### src/hdl/frss_pkg.sv
// shared types and constants for the flash record slot store
package frss_pkg;

  typedef struct packed {
    logic       mode;
    logic [1:0] sector;
    logic [7:0] data_byte;
    logic       last_in;
  } frss_in_t;

  typedef struct packed {
    logic [1:0] status;
    logic [7:0] out_byte;
    logic       last_out;
  } frss_out_t;

  localparam logic [1:0] STAT_OK    = 2'd0;
  localparam logic [1:0] STAT_BAD   = 2'd1;
  localparam logic [1:0] STAT_EMPTY = 2'd2;
  localparam logic [1:0] STAT_RANGE = 2'd3;

  localparam logic [7:0] ERASED    = 8'hFF;
  localparam int         HDR_BYTES = 2;
  localparam int         SZ_W      = 7;

  typedef enum logic [1:0] {
    CMD_FAIL,
    CMD_READ,
    CMD_WRITE
  } cmd_kind_t;

  typedef struct packed {
    cmd_kind_t  kind;
    logic [1:0] status;
    logic [1:0] sector;
  } cmd_t;

  typedef struct packed {
    logic clearing;
    logic wr_done;
  } back_stat_t;

endpackage

### src/hdl/frss_front.sv
// front end: takes beats, buffers record bytes and classifies requests
module frss_front #(
  parameter int MAX_RECORD  = 64,
  parameter int NUM_SECTORS = 4
) (
  input  logic                      clk,
  input  logic                      rst_n,
  input  logic                      start,
  output logic                      busy,
  input  frss_pkg::frss_in_t        in_data,
  input  logic [frss_pkg::SZ_W-1:0] record_size,
  input  frss_pkg::back_stat_t      stat,
  input  logic                      q_full,
  output logic                      push,
  output frss_pkg::cmd_t            push_cmd,
  input  logic [((MAX_RECORD > 1) ? $clog2(MAX_RECORD) : 1)-1:0] rec_raddr,
  output logic [7:0]                rec_rdata
);
  import frss_pkg::*;

  localparam int BUF_AW = (MAX_RECORD > 1) ? $clog2(MAX_RECORD) : 1;
  localparam logic [SZ_W-1:0] MAX_R = SZ_W'(MAX_RECORD);

  logic [7:0]      rec_mem [0:MAX_RECORD-1];
  logic [7:0]      rec_rdata_r;
  logic [SZ_W-1:0] byte_count_r, byte_count_nxt;
  logic            wr_lock_r;
  logic            acc, size_bad, sec_bad;
  logic [SZ_W-1:0] n_cur;

  assign busy     = stat.clearing || q_full || wr_lock_r;
  assign acc      = start && !busy;
  assign size_bad = (record_size == '0) || (record_size > MAX_R);
  assign sec_bad  = (9'(in_data.sector) >= 9'(NUM_SECTORS));
  assign n_cur    = (byte_count_r == '1) ? byte_count_r : byte_count_r + SZ_W'(1);
  assign push     = acc && (in_data.mode || in_data.last_in);
  assign rec_rdata = rec_rdata_r;

  always_comb begin
    push_cmd.sector = in_data.sector;
    push_cmd.status = STAT_OK;
    push_cmd.kind   = in_data.mode ? CMD_READ : CMD_WRITE;
    if (size_bad || (!in_data.mode && n_cur != record_size)) begin
      push_cmd.kind   = CMD_FAIL;
      push_cmd.status = STAT_BAD;
    end else if (sec_bad) begin
      push_cmd.kind   = CMD_FAIL;
      push_cmd.status = STAT_RANGE;
    end
  end

  always_comb begin
    byte_count_nxt = byte_count_r;
    if (acc && !in_data.mode) begin
      byte_count_nxt = in_data.last_in ? '0 : n_cur;
    end
  end

  always_ff @(posedge clk) begin
    if (acc && !in_data.mode && byte_count_r < MAX_R) begin
      rec_mem[byte_count_r[BUF_AW-1:0]] <= in_data.data_byte;
    end
    rec_rdata_r <= rec_mem[rec_raddr];
  end

  always_ff @(posedge clk) begin
    if (!rst_n) begin
      byte_count_r <= '0;
      wr_lock_r    <= 1'b0;
    end else begin
      byte_count_r <= byte_count_nxt;
      if (push && push_cmd.kind == CMD_WRITE) begin
        wr_lock_r <= 1'b1;
      end else if (stat.wr_done) begin
        wr_lock_r <= 1'b0;
      end
    end
  end

endmodule

### config.mk
export PLATFORM = sky130hd
export DESIGN_NAME = frss_front
export DESIGN_NICKNAME = d
export VERILOG_FILES = /design/src/hdl/frss_pkg.sv /design/src/hdl/frss_front.sv
export SDC_FILE = /design/constraint.sdc
export NUM_CORES = 1
export LEC_CHECK = 0
export ABC_CLOCK_PERIOD_IN_PS = 3700
export BUFFER_PORTS_ARGS = -buffer_cell sky130_fd_sc_hd__buf_2
export CAP_MARGIN = 40
export CELL_PAD_IN_SITES_DETAIL_PLACEMENT = 2
export CELL_PAD_IN_SITES_GLOBAL_PLACEMENT = 2
export CORE_MARGIN = 3
export CORE_UTILIZATION = 49
export DETAILED_ROUTE_END_ITERATION = 8
export GPL_TIMING_DRIVEN = 1
export PLACE_DENSITY_LB_ADDON = 0.1
export SETUP_SLACK_MARGIN = 0.3
export SKIP_LAST_GASP = 1
export SLEW_MARGIN = 20
export SYNTH_ARGS = -nofsm -noshare
export SYNTH_HDL_FRONTEND = slang
export SYNTH_SLANG_ARGS = --single-unit
### constraint.sdc
create_clock -name clk -period 3.7 [get_ports clk]
set_clock_uncertainty 0.05 [all_clocks]
set_input_delay 0.925 -clock clk [delete_from_list [all_inputs] [get_ports clk]]
set_output_delay 0.925 -clock clk [all_outputs]
set_load 0.05 [all_outputs]
==> impl_metrics.ini, run 1 <==
[run_status]
outcome = completed

[sta]
whs_ns = 0.452
setup_viol = 0
finalSetupTns_ns = 0
finalHoldViolCount = 0
period_share_pct = 95.0
fmax_ghz = 0.284
tightestPinTransition_ns = 0.908
min_period_ns = 3.52
report.final.slew_viol_count = 0
rsz0062_at_grt = yes
max_slew_margin_pct = 39.4

[pwr]
pwr-share-comb_pct = 5.6
seq_power_share_pct = 50.8
ir_drop_uv = 391
swShare_pct = 23.0
p_int_w = 0.00997
p_clk_share_pct = 43.7
power_w = 0.0129
power_density_nw_per_um2 = 527
p_leak_nw = 8.13
p_switching_w = 0.00297

[setup_path]
arrival_ns = 2.54
r2r-end = rec_mem[6][2]
critPathMaxFanout = 4
start_kind = flip-flop
end_kind = output port
critPathKind = flip-flop to output port
rr_worst_depth = 7
required_ns = 2.72
r2r-start = wr_lock_r
reg2reg_slack_ns = 0.55

[yosys]
yosysSeqAreaShare_pct = 75.2
synth_warnings = 0
synth_cell_types = 51
syn-instance-count = 1028
synthTopCellsByArea = edfxtp_1, mux4_2, mux2i_1
ys.flop_type = edfxtp_1
synth_edf_count = 512
synth_top_area_share_pct = 73.7
yosysTopAreaCell = edfxtp_1
synth_async_sr_flop_share_pct = 0
syn-cell-area_sq_um = 20900
synth_seq_cells = 528
synth_nets = 1060
synth.avg_cell_area_sq_um = 20.3

[placed_design]
place_congestion = 0.775
dpl.cell_count = 1662
hpwl_um = 39100
placement.io_buffers = 41

[cells_and_area]
layout-drive-gt1-share_pct = 33.6
multi_input_area_sq_um = 4920
seqCellArea_sq_um = 15700
fillerInstances = 3375
num-nets-final = 1245
final_common_cell = edfxtp_1
area_growth_pct = 17.7
antenna-diode-count = 0
final_cell_mix = edfxtp_1, buf_4, mux4_2
final_cells = 1790
post-route-util_pct = 59.2

[floorplanning]
die_area_sq_um = 45100
die_width_um = 212
fp.coreArea_sq_um = 41500
ioPinCount = 47
fp-row-count = 74
dieHeight_um = 212
start_util_pct = 50.3

[clock_tree]
cts_tree = done
h-tree-depth = 2
clk_pin_slew_ns = 0.06
root_buffer = clkbuf_16
insertion_delay_ns = 0.62
cts_hold_buf = 0
cts_buffers = 55
cts_sinks = 528
clockBufferDepth = 3

[min_path]
hold_path_end = wr_lock_r
min_from = wr_lock_r
hp-class = flip-flop to flip-flop
hold_depth = 2

[grt]
grt_max_degree = 65
grt_usage_pct = 30.7
grt_overflow_total = 0
grt_pass1_vias = 12694
grt_pass1_wl_um = 97400
antenna_found_initial = 0

[detailed_routing]
drc = 0
viasPerCell = 6.49
ant_nets = 0
totalWireLength_um = 67800
drt_first_iter_violations = 1175
first_pass_iters = 5
vias = 11626
route.detailed.wl_per_inst_um = 37.9

[job]
drv_cap = 0
## Yosys cell counts, drive strengths merged (8+ instances only)
library cell / number
edfxtp: 512
mux4: 128
nor2: 85
mux2i: 42
buf: 36
nand2: 31
clkbuf: 21
a22oi: 16
dfxtp: 16
nand3: 15
o21ai: 13
a21oi: 12
nor2b: 11
o211ai: 8
## kinds of logic after synthesis
| group | count (synthesis) | share of synthesized area [%] |
|---|---|---|
| flops | 528 | 75.2 |
| buf+inv | 62 | 1.72 |
| simple gates | 178 | 3.89 |
| compound gates | 73 | 2.38 |
| other cells | 1 | 0.0180 |
| xor+xnor | 8 | 0.402 |
| mux | 176 | 16.2 |
| fa+ha+maj | 2 | 0.108 |
## state kept, by name (all words and copies together) (netlist names)
signal and flops:
byte_count_r 7, rec_rdata 8, rec_mem 512, wr_lock_r 1
## per-layer routing
layer | global-route usage, % | vias to the layer above | wire length (um)
li1 | - | 4599 | -
met1 | 41.4 | 6315 | 26900
met2 | 52.9 | 585 | 34800
met3 | 4.29 | 127 | 4180
met4 | 9.02 | 0 | 1970
met5 | 0 | - | 0
## timing repair
action / CTS / global route
gates resized for setup: 33 / 7
buffers inserted: 10 / 13
gates cloned: 0 / 0
setup endpoints to repair: 2 / 2
pin swaps: 9 / 3
## power groups by stage
| stage | Clock [W] | Sequential (W) | Combinational, W |
|---|---|---|---|
| after detailed placement | 0 | 0.00670 | 0.000686 |
| after global routing | 0.00590 | 0.00657 | 0.000757 |
| final | 0.00565 | 0.00657 | 0.000721 |
| after global placement | 0 | 0.00670 | 0.000648 |
| after floorplan | 0 | 0.00674 | 0.000342 |
| after CTS | 0.00570 | 0.00657 | 0.000708 |
## worst max-delay path by stage
stage,to,startpoint
finish,push_cmd[2],byte_count_r[0]
global route,push_cmd[2],byte_count_r[0]
CTS,push_cmd[2],byte_count_r[1]
detailed placement,rec_mem[27][1],q_full
global placement,push_cmd[2],record_size[1]
floorplan,push_cmd[5],record_size[0]
## worst max-delay path, stage by stage, from the launching register on
cell     delay, ns
dfxtp_4       0.37
buf_4         0.15
buf_4         0.14
xnor2_1       0.30
o21ai_0       0.21
a31oi_2       0.41
o31a_1        0.20
buf_6         0.16
## per-stage QoR
step                setup WS (ns)  area (sq um)
floorplan                   0.436         20900
global placement            0.306         22400
detailed placement          0.191         22400
CTS                         0.308         24400
global route               0.0777         24500
finish                      0.184         24500
## final cells by class
| type | instances | area share (%) |
|---|---|---|
| clock buffers | 67 | 5.95 |
| flip-flops and latches | 528 | 64.1 |
| inverters | 5 | 0.0765 |
| repair buffers | 185 | 5.91 |
| clock inverters | 35 | 1.23 |
| multi-input cells | 438 | 20.1 |
| well taps | 532 | 2.71 |
Note: power is estimated with default switching activity, not from simulation.
==> run 2: changes to the inputs <==
--- a/config.mk
+++ b/config.mk
@@ -5,7 +5,6 @@
 export SDC_FILE = /design/constraint.sdc
 export NUM_CORES = 1
 export LEC_CHECK = 0
-export ABC_CLOCK_PERIOD_IN_PS = 3700
 export BUFFER_PORTS_ARGS = -buffer_cell sky130_fd_sc_hd__buf_2
 export CAP_MARGIN = 40
 export CELL_PAD_IN_SITES_DETAIL_PLACEMENT = 2
==> constraint.sdc (replaced) <==
create_clock -name clk -period 3.9 [get_ports clk]
set_clock_uncertainty 0.05 [all_clocks]
set_input_delay 0.975 -clock clk [delete_from_list [all_inputs] [get_ports clk]]
set_output_delay 0.975 -clock clk [all_outputs]
set_load 0.05 [all_outputs]
==> impl_metrics.ini, run 2 (same netlist as run 1, synthesis figures left out) <==
[run_status]
outcome = completed

[setup_path]
slowest_delay_ns = 0.39
critPathMaxFanout = 9
end_kind = output port
critPathKind = flip-flop to output port
required_ns = 2.87
arrival_ns = 2.49
crit_chain = ha_4 > and3_4 > a31oi_4 > mux2i_1 > nand4b_1 > o31a_1 > buf_4
r2r-start = wr_lock_r
crit_slowest_cell = dfxtp_4
start_kind = flip-flop
startpoint = byte_count_r[1]

[floorplanning]
dieHeight_um = 212
fp-row-count = 74
die_width_um = 212
start_util_pct = 50.3
die_area_sq_um = 45100
ioPinCount = 47
fp.coreArea_sq_um = 41500

[pwr]
power_w = 0.0120
power_density_nw_per_um2 = 496
p_leak_nw = 7.93
ir_drop_uv = 363

[clock_tree]
cts_tree = done
h-tree-depth = 2
cts_buffers = 54
clockBufferDepth = 3
clk_pin_slew_ns = 0.06
cts_hold_buf = 0
insertion_delay_ns = 0.62
cts_sinks = 528
root_buffer = clkbuf_16

[sta]
rsz0062_at_grt = no
finalHoldViolCount = 0
fmax_ghz = 0.284
min_period_ns = 3.52
period_share_pct = 90.2
report.final.slew_viol_count = 0
tightestPinTransition_ns = 0.805
finalSetupTns_ns = 0
worst_slack_ns = 0.382
max_slew_margin_pct = 46.3
setup_viol = 0

[placed_design]
placed_cell_area_sq_um = 22400
placement.io_buffers = 41
dpl_worst_slack_ns = 0.374
hpwl_um = 40000
place_congestion = 0.778

[cells_and_area]
area_growth_pct = 16.2
final_cell_mix = edfxtp_1, mux4_2, buf_4
num-nets-final = 1219
post-route-util_pct = 58.4
layout-drive-gt1-share_pct = 31.1
final_common_cell = edfxtp_1
largest_reg_flops = 512
finish.instance_area_sq_um = 24200
antenna-diode-count = 0

[detailed_routing]
ant_nets = 0
totalWireLength_um = 66900
drt_first_iter_violations = 1219
viasPerCell = 6.53
met3_length_um = 4150
first_pass_iters = 5
wl_met2_um = 33500
vias = 11498
wl_met1_um = 27000
top_layer = met4
drc = 0
route.detailed.wl_per_inst_um = 38.0

[grt]
grt_max_degree = 46
grt_usage_pct = 30.4
grt_pass1_vias = 12516
grt_pass1_wl_um = 96300
antenna_found_initial = 1
grt_overflow_total = 0

[min_path]
min_from = wr_lock_r
hp-class = flip-flop to flip-flop

[job]
drv_cap = 0
-- run 2: final timing paths --
check	endpoint	slack, ns	cells after the start
min	wr_lock_r	0.45	2
min reg2reg	wr_lock_r	0.45	2
max reg2reg	rec_mem[5][4]	1.01	7
max	push_cmd[2]	0.38	7
-- run 2: where the power goes --
part	switching, W	total, W	internal (W)
clock network	0.00229	0.00511	0.00282
registers	0.0000121	0.00624	0.00622
logic	0.000442	0.000679	0.000237
-- run 2: repair_timing --
action / 4_1_cts / 5_1_grt
gates resized for setup: 18 / 13
pin swaps: 2 / 3
buffers inserted: 1 / 1
endpoints found under the hold margin: 0 / 0
setup endpoints to repair: 2 / 2
-- run 2: cell type report --
| cell class | count | area [sq um] |
|---|---|---|
| timing repair buffer | 160 | 1280 |
| fill | 3357 | 17200 |
| clock buffer | 77 | 1510 |
| inverter | 5 | 18.8 |
| tap | 532 | 666 |
| multi-input combinational | 438 | 4900 |
| sequential | 528 | 15700 |
| clock inverter | 22 | 158 |
-- run 2: layer usage --
metal | GRT usage (%) | vias to the layer above
met1 | 41.8 | 6272
met4 | 10.0 | 0
met3 | 5.11 | 132
li1 | - | 4550
met5 | 0 | -
met2 | 50.4 | 544
-- run 2: metrics by stage --
stage | hold slack (ns) | instances
final | 0.448 | 1762
after global routing | 0.467 | 1762
after CTS | 0.451 | 1759
after detailed placement | 0.442 | 1659
after global placement | 0.447 | 1656
after floorplan | 0.405 | 1028
-- run 2: worst max-delay path: cells and delay by family (launching register included) --
family	cells	cell delay, ns
buffers and inverters	1	0.19
AO/OA/AOI/OAI	2	0.54
flip-flops	1	0.39
AND/OR/NAND/NOR	2	0.49
multiplexers	1	0.10
adder cells (fa/ha/maj)	1	0.19
