`src/hdl/frss_pkg.sv`:
```
// shared types and constants for the flash record slot store
package frss_pkg;

  typedef struct packed {
    logic       mode;
    logic [1:0] sector;
    logic [7:0] data_byte;
    logic       last_in;
  } frss_in_t;

  typedef struct packed {
    logic [1:0] status;
    logic [7:0] out_byte;
    logic       last_out;
  } frss_out_t;

  localparam logic [1:0] STAT_OK    = 2'd0;
  localparam logic [1:0] STAT_BAD   = 2'd1;
  localparam logic [1:0] STAT_EMPTY = 2'd2;
  localparam logic [1:0] STAT_RANGE = 2'd3;

  localparam logic [7:0] ERASED    = 8'hFF;
  localparam int         HDR_BYTES = 2;
  localparam int         SZ_W      = 7;

  typedef enum logic [1:0] {
    CMD_FAIL,
    CMD_READ,
    CMD_WRITE
  } cmd_kind_t;

  typedef struct packed {
    cmd_kind_t  kind;
    logic [1:0] status;
    logic [1:0] sector;
  } cmd_t;

  typedef struct packed {
    logic clearing;
    logic wr_done;
  } back_stat_t;

endpackage

```
`src/hdl/frss_queue.sv`:
```
// two-entry command queue between front and back
module frss_queue (
  input  logic           clk,
  input  logic           rst_n,
  input  logic           push,
  input  frss_pkg::cmd_t push_cmd,
  output logic           full,
  input  logic           pop,
  output logic           q_valid,
  output frss_pkg::cmd_t q_cmd
);
  import frss_pkg::*;

  cmd_t       ent_r [0:1];
  logic       wr_ptr_r, rd_ptr_r;
  logic [1:0] cnt_r;

  assign full    = (cnt_r == 2'd2);
  assign q_valid = (cnt_r != 2'd0);
  assign q_cmd   = ent_r[rd_ptr_r];

  always_ff @(posedge clk) begin
    if (push && !full) begin
      ent_r[wr_ptr_r] <= push_cmd;
    end
  end

  always_ff @(posedge clk) begin
    if (!rst_n) begin
      wr_ptr_r <= 1'b0;
      rd_ptr_r <= 1'b0;
      cnt_r    <= 2'd0;
    end else begin
      if (push && !full) begin
        wr_ptr_r <= !wr_ptr_r;
      end
      if (pop && q_valid) begin
        rd_ptr_r <= !rd_ptr_r;
      end
      cnt_r <= cnt_r + 2'((push && !full) ? 1 : 0) - 2'((pop && q_valid) ? 1 : 0);
    end
  end

endmodule

```
`config.mk`:
```
export PLATFORM = sky130hd
export DESIGN_NAME = frss_queue
export DESIGN_NICKNAME = d
export VERILOG_FILES = /design/src/hdl/frss_pkg.sv /design/src/hdl/frss_queue.sv
export SDC_FILE = /design/constraint.sdc
export NUM_CORES = 1
export LEC_CHECK = 0
export BUFFER_PORTS_ARGS = -buffer_cell sky130_fd_sc_hd__buf_2
export CORE_UTILIZATION = 45
export DETAILED_ROUTE_END_ITERATION = 7
export PLACE_DENSITY = 0.7
export SLEW_MARGIN = 40
export SYNTH_ARGS = -nofsm -noshare
export SYNTH_HDL_FRONTEND = slang
export SYNTH_SLANG_ARGS = --single-unit
```
`constraint.sdc`:
```
create_clock -name clk -period 2.4 [get_ports clk]
set_clock_uncertainty 0.1 [all_clocks]
set_input_delay 0.12 -clock clk [delete_from_list [all_inputs] [get_ports clk]]
set_output_delay 0.12 -clock clk [all_outputs]
set_load 0.005 [all_outputs]
```
==> results.md, run 1 <==
* Max-Cap Viols at 0
* Max frequency at 591 MHz
* Pre-CTS WS at 0.705 ns
* Worst vdd ir at 0.493 mV
* Routed WL at 1070 um
* CP cell instances: nand2b_1 -> nand2_1 -> ha_1 -> inv_1 -> ha_1 -> xor2_1 -> xnor2_1 -> nor2_1
* Largest net degree at the start of global routing at 10
* ANT cells at 0
* Postcts setup bufs at 0
* Dpl hpwl at 721 um
* Buffers on Ports at 17
* Share of layout cells above drive strength 1 at 38.9%
* Share of the synthesized area in the top cell type at 53.9%
* Max-Slew Margin vs Limit at 63.9%
* Final worst slack at 0.709 ns
* Die width at 40.5 um
* CP max stage delay at 0.37 ns
* Unrepaired setup endpoints after global routing: false
* GPL Wtd Cong at 0.592
* Flip-flop and latch count after synthesis at 17
* Area delta synth->final at 29.2%
* Post-Syn Nets at 57
* Drt drc at 0
* Worst hold path type: input pin to register
* Bufs and invs on worst path at 1
* Netlist cell types at 16
* Initial DRC count at 3
* Mapped cell area at 668 um^2
* Slew @ Worst Pin at 0.539 ns
* Die Y at 40.5 um
* Initial antenna violation count at 0
* CTS buffer count at 3
* First drt pass iteration count at 2
* Layout Nets at 85
* Final slew viol count at 0
* Via count at 401
* Setup TNS Final at 0 ns
* Worst Path Max Fanout at 4
* CTS Sinks at 17
* Vias per inst at 4.61
* Core area at 1330 um^2
* Crit. End Element: register
* Setup violations, final at 0
* Antenna-violating nets left at 0
* CTS tree: done
* Fin crit period at 1.69 ns
* Mapped Avg Cell Area at 14.8 um^2
* Sequential-to-total area share from yosys stat at 68.9%
* # H-tree levels at 1
* Final Cycle Share at 70.5%
* Crit path DAT at 1.78 ns
* CP max stage cell: dfxtp_1
* Clk_lat worst skew at 0.28 ns
* Data required, critical path at 2.49 ns
* Vias in the first global route at 380
* Final hold violation count at 0
* Yosys top cell by area: edfxtp_1
* CTS root buf: clkbuf_4
* Initial Util at 50.1%
* PwrDens at 915 nW/um^2
* Synth Instances at 45
* Worst-path clk slew at 0.09 ns
* CTS Buffer Depth at 2
* CP startpoint kind: register
* Row count at 13
* Warnings from Yosys at 0
* Grt ovf at 0
* Tot GR Track Use at 16.7%
* Global-route wire length before repair at 1610 um
* WS Path Type: register to register
* Largest cells by area after synthesis: edfxtp_1, dfxtp_1, mux2_2
* DR WL/cell at 12.2 um
* Status: finished, final reports clean
* Leak at 0.376 nW
* I/O pins at 18
* Die area at 1640 um^2
* Most Frequent Cell on Critical Path: ha_1
* CP top delay family: adder cells
synthesized netlist by cell type:
master    count
inv_1         3
buf_2         1
nor2_1        4
and3_1        1
xnor2_1       2
nand2_1       2
xor2_1        1
mux2i_1       1
dfxtp_1       5
ha_1          2
and2_1        1
o21a_2        1
edfxtp_1     12
mux2_2        6
nand2b_1      2
or2_2         1
flip-flops by register name (all words and copies together) (netlist names), named ones only:
name and count:
cnt_r 2, rd_ptr_r 1, ent_r 12, wr_ptr_r 1
routing by layer:
layer  GRT usage [%]  wire [um]  vias up
li1                -          -      210
met1            18.6        484      178
met2            27.8        531       13
met3            8.33         49        0
met4            5.00          0        0
met5               0          0        -
repair_timing:
| item | 4_1_cts | 5_1_grt |
|---|---|---|
| resized for setup | 0 | 0 |
| hold buffers | 7 | 0 |
| hold endpoints to repair | 13 | 0 |
per-stage QoR:
stage / area (um^2) / hold WS, ns / util [%] / std cells / total power [mW]
2_1_floorplan: 668 / 0.119 / - / 45 / 0.569
3_3_place_gp: 767 / 0.208 / 57.5 / 76 / 0.639
3_5_place_dp: 767 / 0.211 / 57.5 / 76 / 0.646
4_1_cts: 863 / 0.0665 / 64.7 / 87 / 0.800
5_1_grt: 863 / 0.0769 / 64.7 / 87 / 0.847
6_report: 863 / 0.0733 / 64.7 / 87 / 0.790
kinds of logic after synthesis:
group | share of synthesized area (%)
multiplexers | 11.6
flip-flops | 68.9
adder cells (fa/ha/maj) | 3.74
buffers and inverters | 2.43
AO/OA/AOI/OAI | 1.31
AND/OR/NAND/NOR | 8.05
XOR/XNOR | 3.93
area by class of cell:
| type | instances | area (um^2) |
|---|---|---|
| clock buffer | 4 | 26.3 |
| fill | 111 | 470 |
| inverter | 3 | 11.3 |
| multi-input combinational | 24 | 191 |
| sequential | 17 | 460 |
| tap | 15 | 18.8 |
| timing repair buffer | 24 | 155 |
worst reg2reg max path: cells and delay by family (launching register included):
family / cells / cell delay, ns
adders and majority gates: 2 / 0.47
DFF: 1 / 0.37
and+or+nand+nor: 3 / 0.33
xor gates and xnor gates: 2 / 0.30
buffers and inverters: 1 / 0.04
final timing paths:
path                                       startpoint                    end  slack (ns)  depth (start not counted)
worst max-delay path              cnt_r[0]$_SDFF_PN0_    cnt_r[1]$_SDFF_PN0_        0.71                          8
worst min-delay path                             push  wr_ptr_r$_SDFFE_PN0N_        0.07                          3
worst max register to register    cnt_r[0]$_SDFF_PN0_    cnt_r[1]$_SDFF_PN0_        0.71                          8
worst min register to register  wr_ptr_r$_SDFFE_PN0N_  wr_ptr_r$_SDFFE_PN0N_        0.39                          2
layout by cell type, fill, tap and decap left out:
cell type	instances
nor2_1	4
and3_1	1
edfxtp_1	12
nand2b_1	2
clkbuf_4	3
inv_1	3
ha_1	2
and2_1	1
nand2_1	2
buf_2	17
mux2i_1	1
dfxtp_1	5
mux2_2	6
o21a_2	1
dlygate4sd3_1	7
xnor2_1	2
xor2_1	1
or2_2	1
clkbuf_1	1
report_power, final:
group          switching [mW]  internal (mW)
sequential             0.0372          0.376
clock                  0.0813         0.0645
combinational          0.0971          0.135
(Power assumes the default switching activity.)
==> run 2, diff against run 1 <==
--- a/config.mk
+++ b/config.mk
@@ -6,7 +6,7 @@
 export NUM_CORES = 1
 export LEC_CHECK = 0
 export BUFFER_PORTS_ARGS = -buffer_cell sky130_fd_sc_hd__buf_2
-export CORE_UTILIZATION = 45
+export CORE_UTILIZATION = 43
 export DETAILED_ROUTE_END_ITERATION = 7
 export PLACE_DENSITY = 0.7
 export SLEW_MARGIN = 40
==> constraint.sdc (replaced) <==
create_clock -name clk -period 1.45 [get_ports clk]
set_clock_uncertainty 0.1 [all_clocks]
set_input_delay 0.0725 -clock clk [delete_from_list [all_inputs] [get_ports clk]]
set_output_delay 0.0725 -clock clk [all_outputs]
set_load 0.005 [all_outputs]
==> run 2 against run 1 <==
  * Total power is 91% higher
  * Wire length is 2.8% higher
  * Via count is 7.7% higher
  * Sequential share of layout area is 4.9 points lower
  * Global-route usage is 2.7 points lower
  * Clock power is 70% higher
  * Cell count is 6.9% higher
  * Clock-buffer cell count stayed put
  * Highest routed layer unchanged
  * Critical path type unchanged
  * Setup slack worse by 0.82 ns
  * The flow now finishes with violations (negative setup slack)
  * Largest power group unchanged
  * Register-to-register slack worse by 0.82 ns
==> results.md, run 2 (synthesized netlist as in run 1, its figures left out) <==
* Power Total at 1.51 mW
* Core area at 1370 um^2
* ANT cells at 0
* CP top delay family: adder cells
* Critical path endpoint: cnt_r[1]$_SDFF_PN0_
* Data required, critical path at 1.53 ns
* Most Frequent Cell on Critical Path: ha_4
* CTS Sinks at 17
* Final hold violation count at 0
* Status: complete, but fails checks
* CP startpoint kind: register
* Hold slack at 0.0886 ns
* Initial DRC count at 15
* GPL Wtd Cong at 0.698
* Worst vdd ir at 0.970 mV
* Vias per inst at 4.65
* I/O pins at 18
* Share of layout cells above drive strength 1 at 55.1%
* Via count at 432
* Grt ovf at 0
* Worst hold path type: input pin to register
* CTS buffer count at 3
* Row count at 13
* Layout Nets at 91
* Setup violations, final at 1
* CP max stage delay at 0.36 ns
* Reg-to-Reg Start: cnt_r[0]$_SDFF_PN0_
* Biggest register: ent_r
* Antenna-violating nets left at 0
* Initial antenna violation count at 0
* Max-Slew Margin vs Limit at 79.3%
* Commonest non-fill, non-tap cells in the layout: buf_2, edfxtp_1, dlygate4sd3_1
* RR Endpoint: cnt_r[1]$_SDFF_PN0_
* Most common cell after layout, fill and taps aside: buf_2
* Buffers on Ports at 17
* PwrDens at 1570 nW/um^2
* Post-layout util at 70.5%
* Unrepaired setup endpoints after global routing: true
* # H-tree levels at 1
* Routed WL at 1100 um
* Bufs and invs on worst path at 1
* Area delta synth->final at 44.2%
* CTS root buf: clkbuf_4
* Drt drc at 0
* Dpl hpwl at 740 um
* FF-to-FF setup slack at -0.11 ns
* Non-Filler Instances at 93
* Violated checks: negative setup slack
* Crit. End Element: register
* Global-route wire length before repair at 1770 um
* Fin crit period at 1.56 ns
* DP Cell Count at 81
* Crit path DAT at 1.64 ns
* Leak at 0.413 nW
* Initial Util at 48.9%
* Die Y at 41.4 um
* Final worst slack at -0.112 ns
* Flip-flop count of the largest register after layout at 12
* R2R cell count at 7
* Tot GR Track Use at 14.0%
* Critical Path Source: cnt_r[0]$_SDFF_PN0_
* Stages on worst setup path at 7
* CP cell instances: o21a_4 -> ha_4 -> inv_2 -> ha_4 -> xor2_1 -> xnor2_1 -> nor2_1
* WS Path Type: register to register
* Worst-path clk slew at 0.10 ns
* Worst Path Max Fanout at 3
* Max-Cap Viols at 0
* First drt pass iteration count at 2
* Final Cycle Share at 108%
* Clk_lat worst skew at 0.28 ns
* DR WL/cell at 11.8 um
* Slew @ Worst Pin at 0.310 ns
* Largest regs: ent_r x12, cnt_r x2
* Max frequency at 640 MHz
* Vias in the first global route at 409
* CTS tree: done
* Largest net degree at the start of global routing at 10
* CP max stage cell: dfxtp_4
* Die area at 1720 um^2
* Die width at 41.4 um
* Final slew viol count at 0
* CTS Buffer Depth at 2
## run 2: metal layers
layer  vias to the layer above  GRT usage (%)  share of wire (%)
li1                        224              -                  -
met1                       196           16.3                 47
met2                        12           23.1                 49
met3                         0           3.91                3.7
met4                         0           7.74                  0
met5                         -              0                  0
## run 2: worst min path at each step
stage	startpoint	end	slack (ns)	cells after the start
floorplan	push_cmd[0]	ent_r[0][0]$_DFFE_PP_	0.07	0
global placement	push_cmd[0]	ent_r[0][0]$_DFFE_PP_	0.16	1
detailed placement	push_cmd[5]	ent_r[0][5]$_DFFE_PP_	0.16	1
CTS	push	wr_ptr_r$_SDFFE_PN0N_	0.09	4
global route	push	wr_ptr_r$_SDFFE_PN0N_	0.10	4
finish	push	wr_ptr_r$_SDFFE_PN0N_	0.09	4
## run 2: power by group
group / total [mW] / internal [mW] / switching, mW
clock: 0.248 / 0.107 / 0.141
combinational: 0.559 / 0.345 / 0.214
sequential: 0.705 / 0.633 / 0.0712
total: 1.51 / 1.08 / 0.427
## run 2: cell type report
| class | instances | area [um^2] |
|---|---|---|
| clock buffer | 4 | 26.3 |
| fill | 99 | 403 |
| inverter | 3 | 11.3 |
| multi-input combinational | 24 | 240 |
| sequential | 17 | 467 |
| tap | 15 | 18.8 |
| timing repair buffer | 30 | 200 |
## run 2: per-stage QoR
step           worst slack (ns)  instance area [um^2]  setup TNS (ns)
2_1_floorplan           -0.0627                   707         -0.0627
3_3_place_gp            -0.0812                   843         -0.0812
3_5_place_dp             -0.106                   843          -0.106
4_1_cts                  -0.109                   940          -0.109
5_1_grt                  -0.176                   963          -0.176
6_report                 -0.112                   963          -0.112
## run 2: worst register-to-register path, cell delays in order (launching register included)
cell and delay, ns:
dfxtp_4 0.36, o21a_4 0.23, ha_4 0.26, inv_2 0.03
ha_4 0.14, xor2_1 0.16, xnor2_1 0.13, nor2_1 0.05
## run 2: what timing repair did
item,in CTS,in global routing
hold buffers,7,0
endpoints found under the setup margin,1,8
endpoints found under the hold margin,17,0
pin swaps,1,1
setup buffers,0,1
resized for setup,1,4
==> run 3, diff against run 2 <==
--- a/config.mk
+++ b/config.mk
@@ -6,7 +6,7 @@
 export NUM_CORES = 1
 export LEC_CHECK = 0
 export BUFFER_PORTS_ARGS = -buffer_cell sky130_fd_sc_hd__buf_2
-export CORE_UTILIZATION = 43
+export CORE_UTILIZATION = 45
 export DETAILED_ROUTE_END_ITERATION = 7
 export PLACE_DENSITY = 0.7
 export SLEW_MARGIN = 40
==> constraint.sdc (replaced) <==
create_clock -name clk -period 1.79 [get_ports clk]
set_clock_uncertainty 0.1 [all_clocks]
set_input_delay 0.0895 -clock clk [delete_from_list [all_inputs] [get_ports clk]]
set_output_delay 0.0895 -clock clk [all_outputs]
set_load 0.005 [all_outputs]
==> run 3 against run 2 <==
  * The flow now finishes without violations
  * Combinational power shrank 43%
  * Register-to-register slack improved by 0.23 ns
  * Hold slack worse by 0.051 ns
  * Cell count decreased by 5.4%
  * Die area shrank 4.3%
  * Total power decreased by 30%
  * Via count fell by 5.3%
  * Sequential power down 22%
  * Clock-buffer cell count unchanged
  * Wire length fell by 13%
  * Flip-flop and latch count stayed put
==> results.md, run 3 (synthesized netlist as in run 1, its figures left out) <==
* Worst hold path type: input pin to register
* CP startpoint kind: register
* Antenna-violating nets left at 0
* Buffers on Ports at 17
* Final Cycle Share at 93.4%
* Largest net degree at the start of global routing at 10
* Max frequency at 598 MHz
* Met1 Track Usage GR at 17.6%
* Crit path DAT at 1.75 ns
* CP cell instances: nand2b_1 -> nand2_1 -> ha_1 -> inv_1 -> ha_1 -> xor2_1 -> xnor2_1 -> nor2_1
* Unrepaired setup endpoints after global routing: false
* Setup TNS Final at 0 ns
* DR WL/cell at 10.8 um
* Bufs and invs on worst path at 1
* Sequential cell area at 460 um^2
* Met3 global-route usage at 6.67%
* Worst Path Max Fanout at 4
* Core area at 1330 um^2
* Initial Util at 50.1%
* PwrDens at 1220 nW/um^2
* Worst vdd ir at 0.611 mV
* # H-tree levels at 1
* Flip-flop count of the largest register after layout at 12
* Vias per inst at 4.65
* Die width at 40.5 um
* Layout Nets at 86
* GPL Wtd Cong at 0.614
* Most common cell after layout, fill and taps aside: buf_2
* WS Path Type: register to register
* Data required, critical path at 1.87 ns
* Global-route wire length before repair at 1510 um
* Dpl hpwl at 686 um
* Clk_lat worst skew at 0.28 ns
* Via count at 409
* Tot GR Track Use at 15.1%
* Post_cts resized at 0
* Multi-input logic area at 191 um^2
* Fin crit period at 1.67 ns
* Final slew viol count at 0
* Final hold violation count at 0
* Die area at 1640 um^2
* Vias in the first global route at 404
* Max-Slew Margin vs Limit at 81.1%
* CP top delay family: adder cells
* Worst-path clk slew at 0.09 ns
* CTS root buf: clkbuf_4
* Share of layout cells above drive strength 1 at 39.7%
* Slew @ Worst Pin at 0.283 ns
* CP max stage cell: dfxtp_1
* Commonest non-fill, non-tap cells in the layout: buf_2, edfxtp_1, dlygate4sd3_1
* Area delta synth->final at 30.3%
* Met2 usage at 24.6%
* Largest regs: ent_r x12, cnt_r x2
* Initial antenna violation count at 0
* Grt ovf at 0
* Initial DRC count at 7
* Crit. End Element: register
* Postcts setup bufs at 0
* First drt pass iteration count at 2
* Leak at 0.381 nW
* Most Crowded Layer GR: met2
* Biggest register: ent_r
* Drt drc at 0
* CTS tree: done
* CTS Sinks at 17
* Fillers at 106
* Max-Cap Viols at 0
* Row count at 13
* I/O pins at 18
* CTS Buffer Depth at 2
* Status: finished, final reports clean
* CP max stage delay at 0.37 ns
* Hold slack at 0.0377 ns
* CTS buffer count at 3
* Setup violations, final at 0
* Most Frequent Cell on Critical Path: ha_1
* Die Y at 40.5 um
* ANT cells at 0
* Routed WL at 949 um
[run 3: where the power goes]
group,switching [mW],internal (mW)
sequential,0.0491,0.503
clock,0.104,0.0865
combinational,0.130,0.188
total,0.283,0.778
[run 3: what timing repair did]
item / in CTS / in global routing
hold buffers: 7 / 0
setup endpoints to repair: 0 / 0
endpoints found under the hold margin: 17 / 0
[run 3: worst paths after layout]
kind              slack (ns)  cells past startpoint                   from                    end
setup / recovery        0.12                      8    cnt_r[0]$_SDFF_PN0_    cnt_r[1]$_SDFF_PN0_
hold / removal          0.04                      3                   push  wr_ptr_r$_SDFFE_PN0N_
setup reg to reg        0.12                      8    cnt_r[0]$_SDFF_PN0_    cnt_r[1]$_SDFF_PN0_
hold reg to reg         0.39                      2  wr_ptr_r$_SDFFE_PN0N_  wr_ptr_r$_SDFFE_PN0N_
[run 3: cell type report]
class,instances,area share [%]
Multi-Input combinational cell,24,22.0
Sequential cell,17,52.9
Inverter,3,1.29
Clock buffer,4,3.02
Tap cell,15,2.16
Timing Repair Buffer,25,18.7
[run 3: per-stage QoR]
stage / cell area (um^2) / setup slack [ns] / power [mW] / utilization, % / std cells
after floorplan: 668 / 0.221 / 0.763 / - / 45
after detailed placement: 774 / 0.115 / 0.871 / 58.1 / 77
after global placement: 774 / 0.162 / 0.865 / 58.1 / 77
after CTS: 871 / 0.104 / 1.07 / 65.3 / 88
after global routing: 871 / 0.00427 / 1.14 / 65.3 / 88
final: 871 / 0.119 / 1.06 / 65.3 / 88
[run 3: worst reg2reg max path, delay by kind of cell, from the launching register on]
kind / cells / cell delay (ns)
AND/OR/NAND/NOR: 3 / 0.32
adder cells (fa/ha/maj): 2 / 0.46
buffers and inverters: 1 / 0.04
XOR/XNOR: 2 / 0.30
flip-flops: 1 / 0.37
[run 3: metal layers]
| metal | up-vias | part of all wire [%] |
|---|---|---|
| li1 | 211 | - |
| met1 | 182 | 50 |
| met2 | 14 | 43 |
| met3 | 2 | 5.4 |
| met4 | 0 | 1.3 |
| met5 | - | 0 |
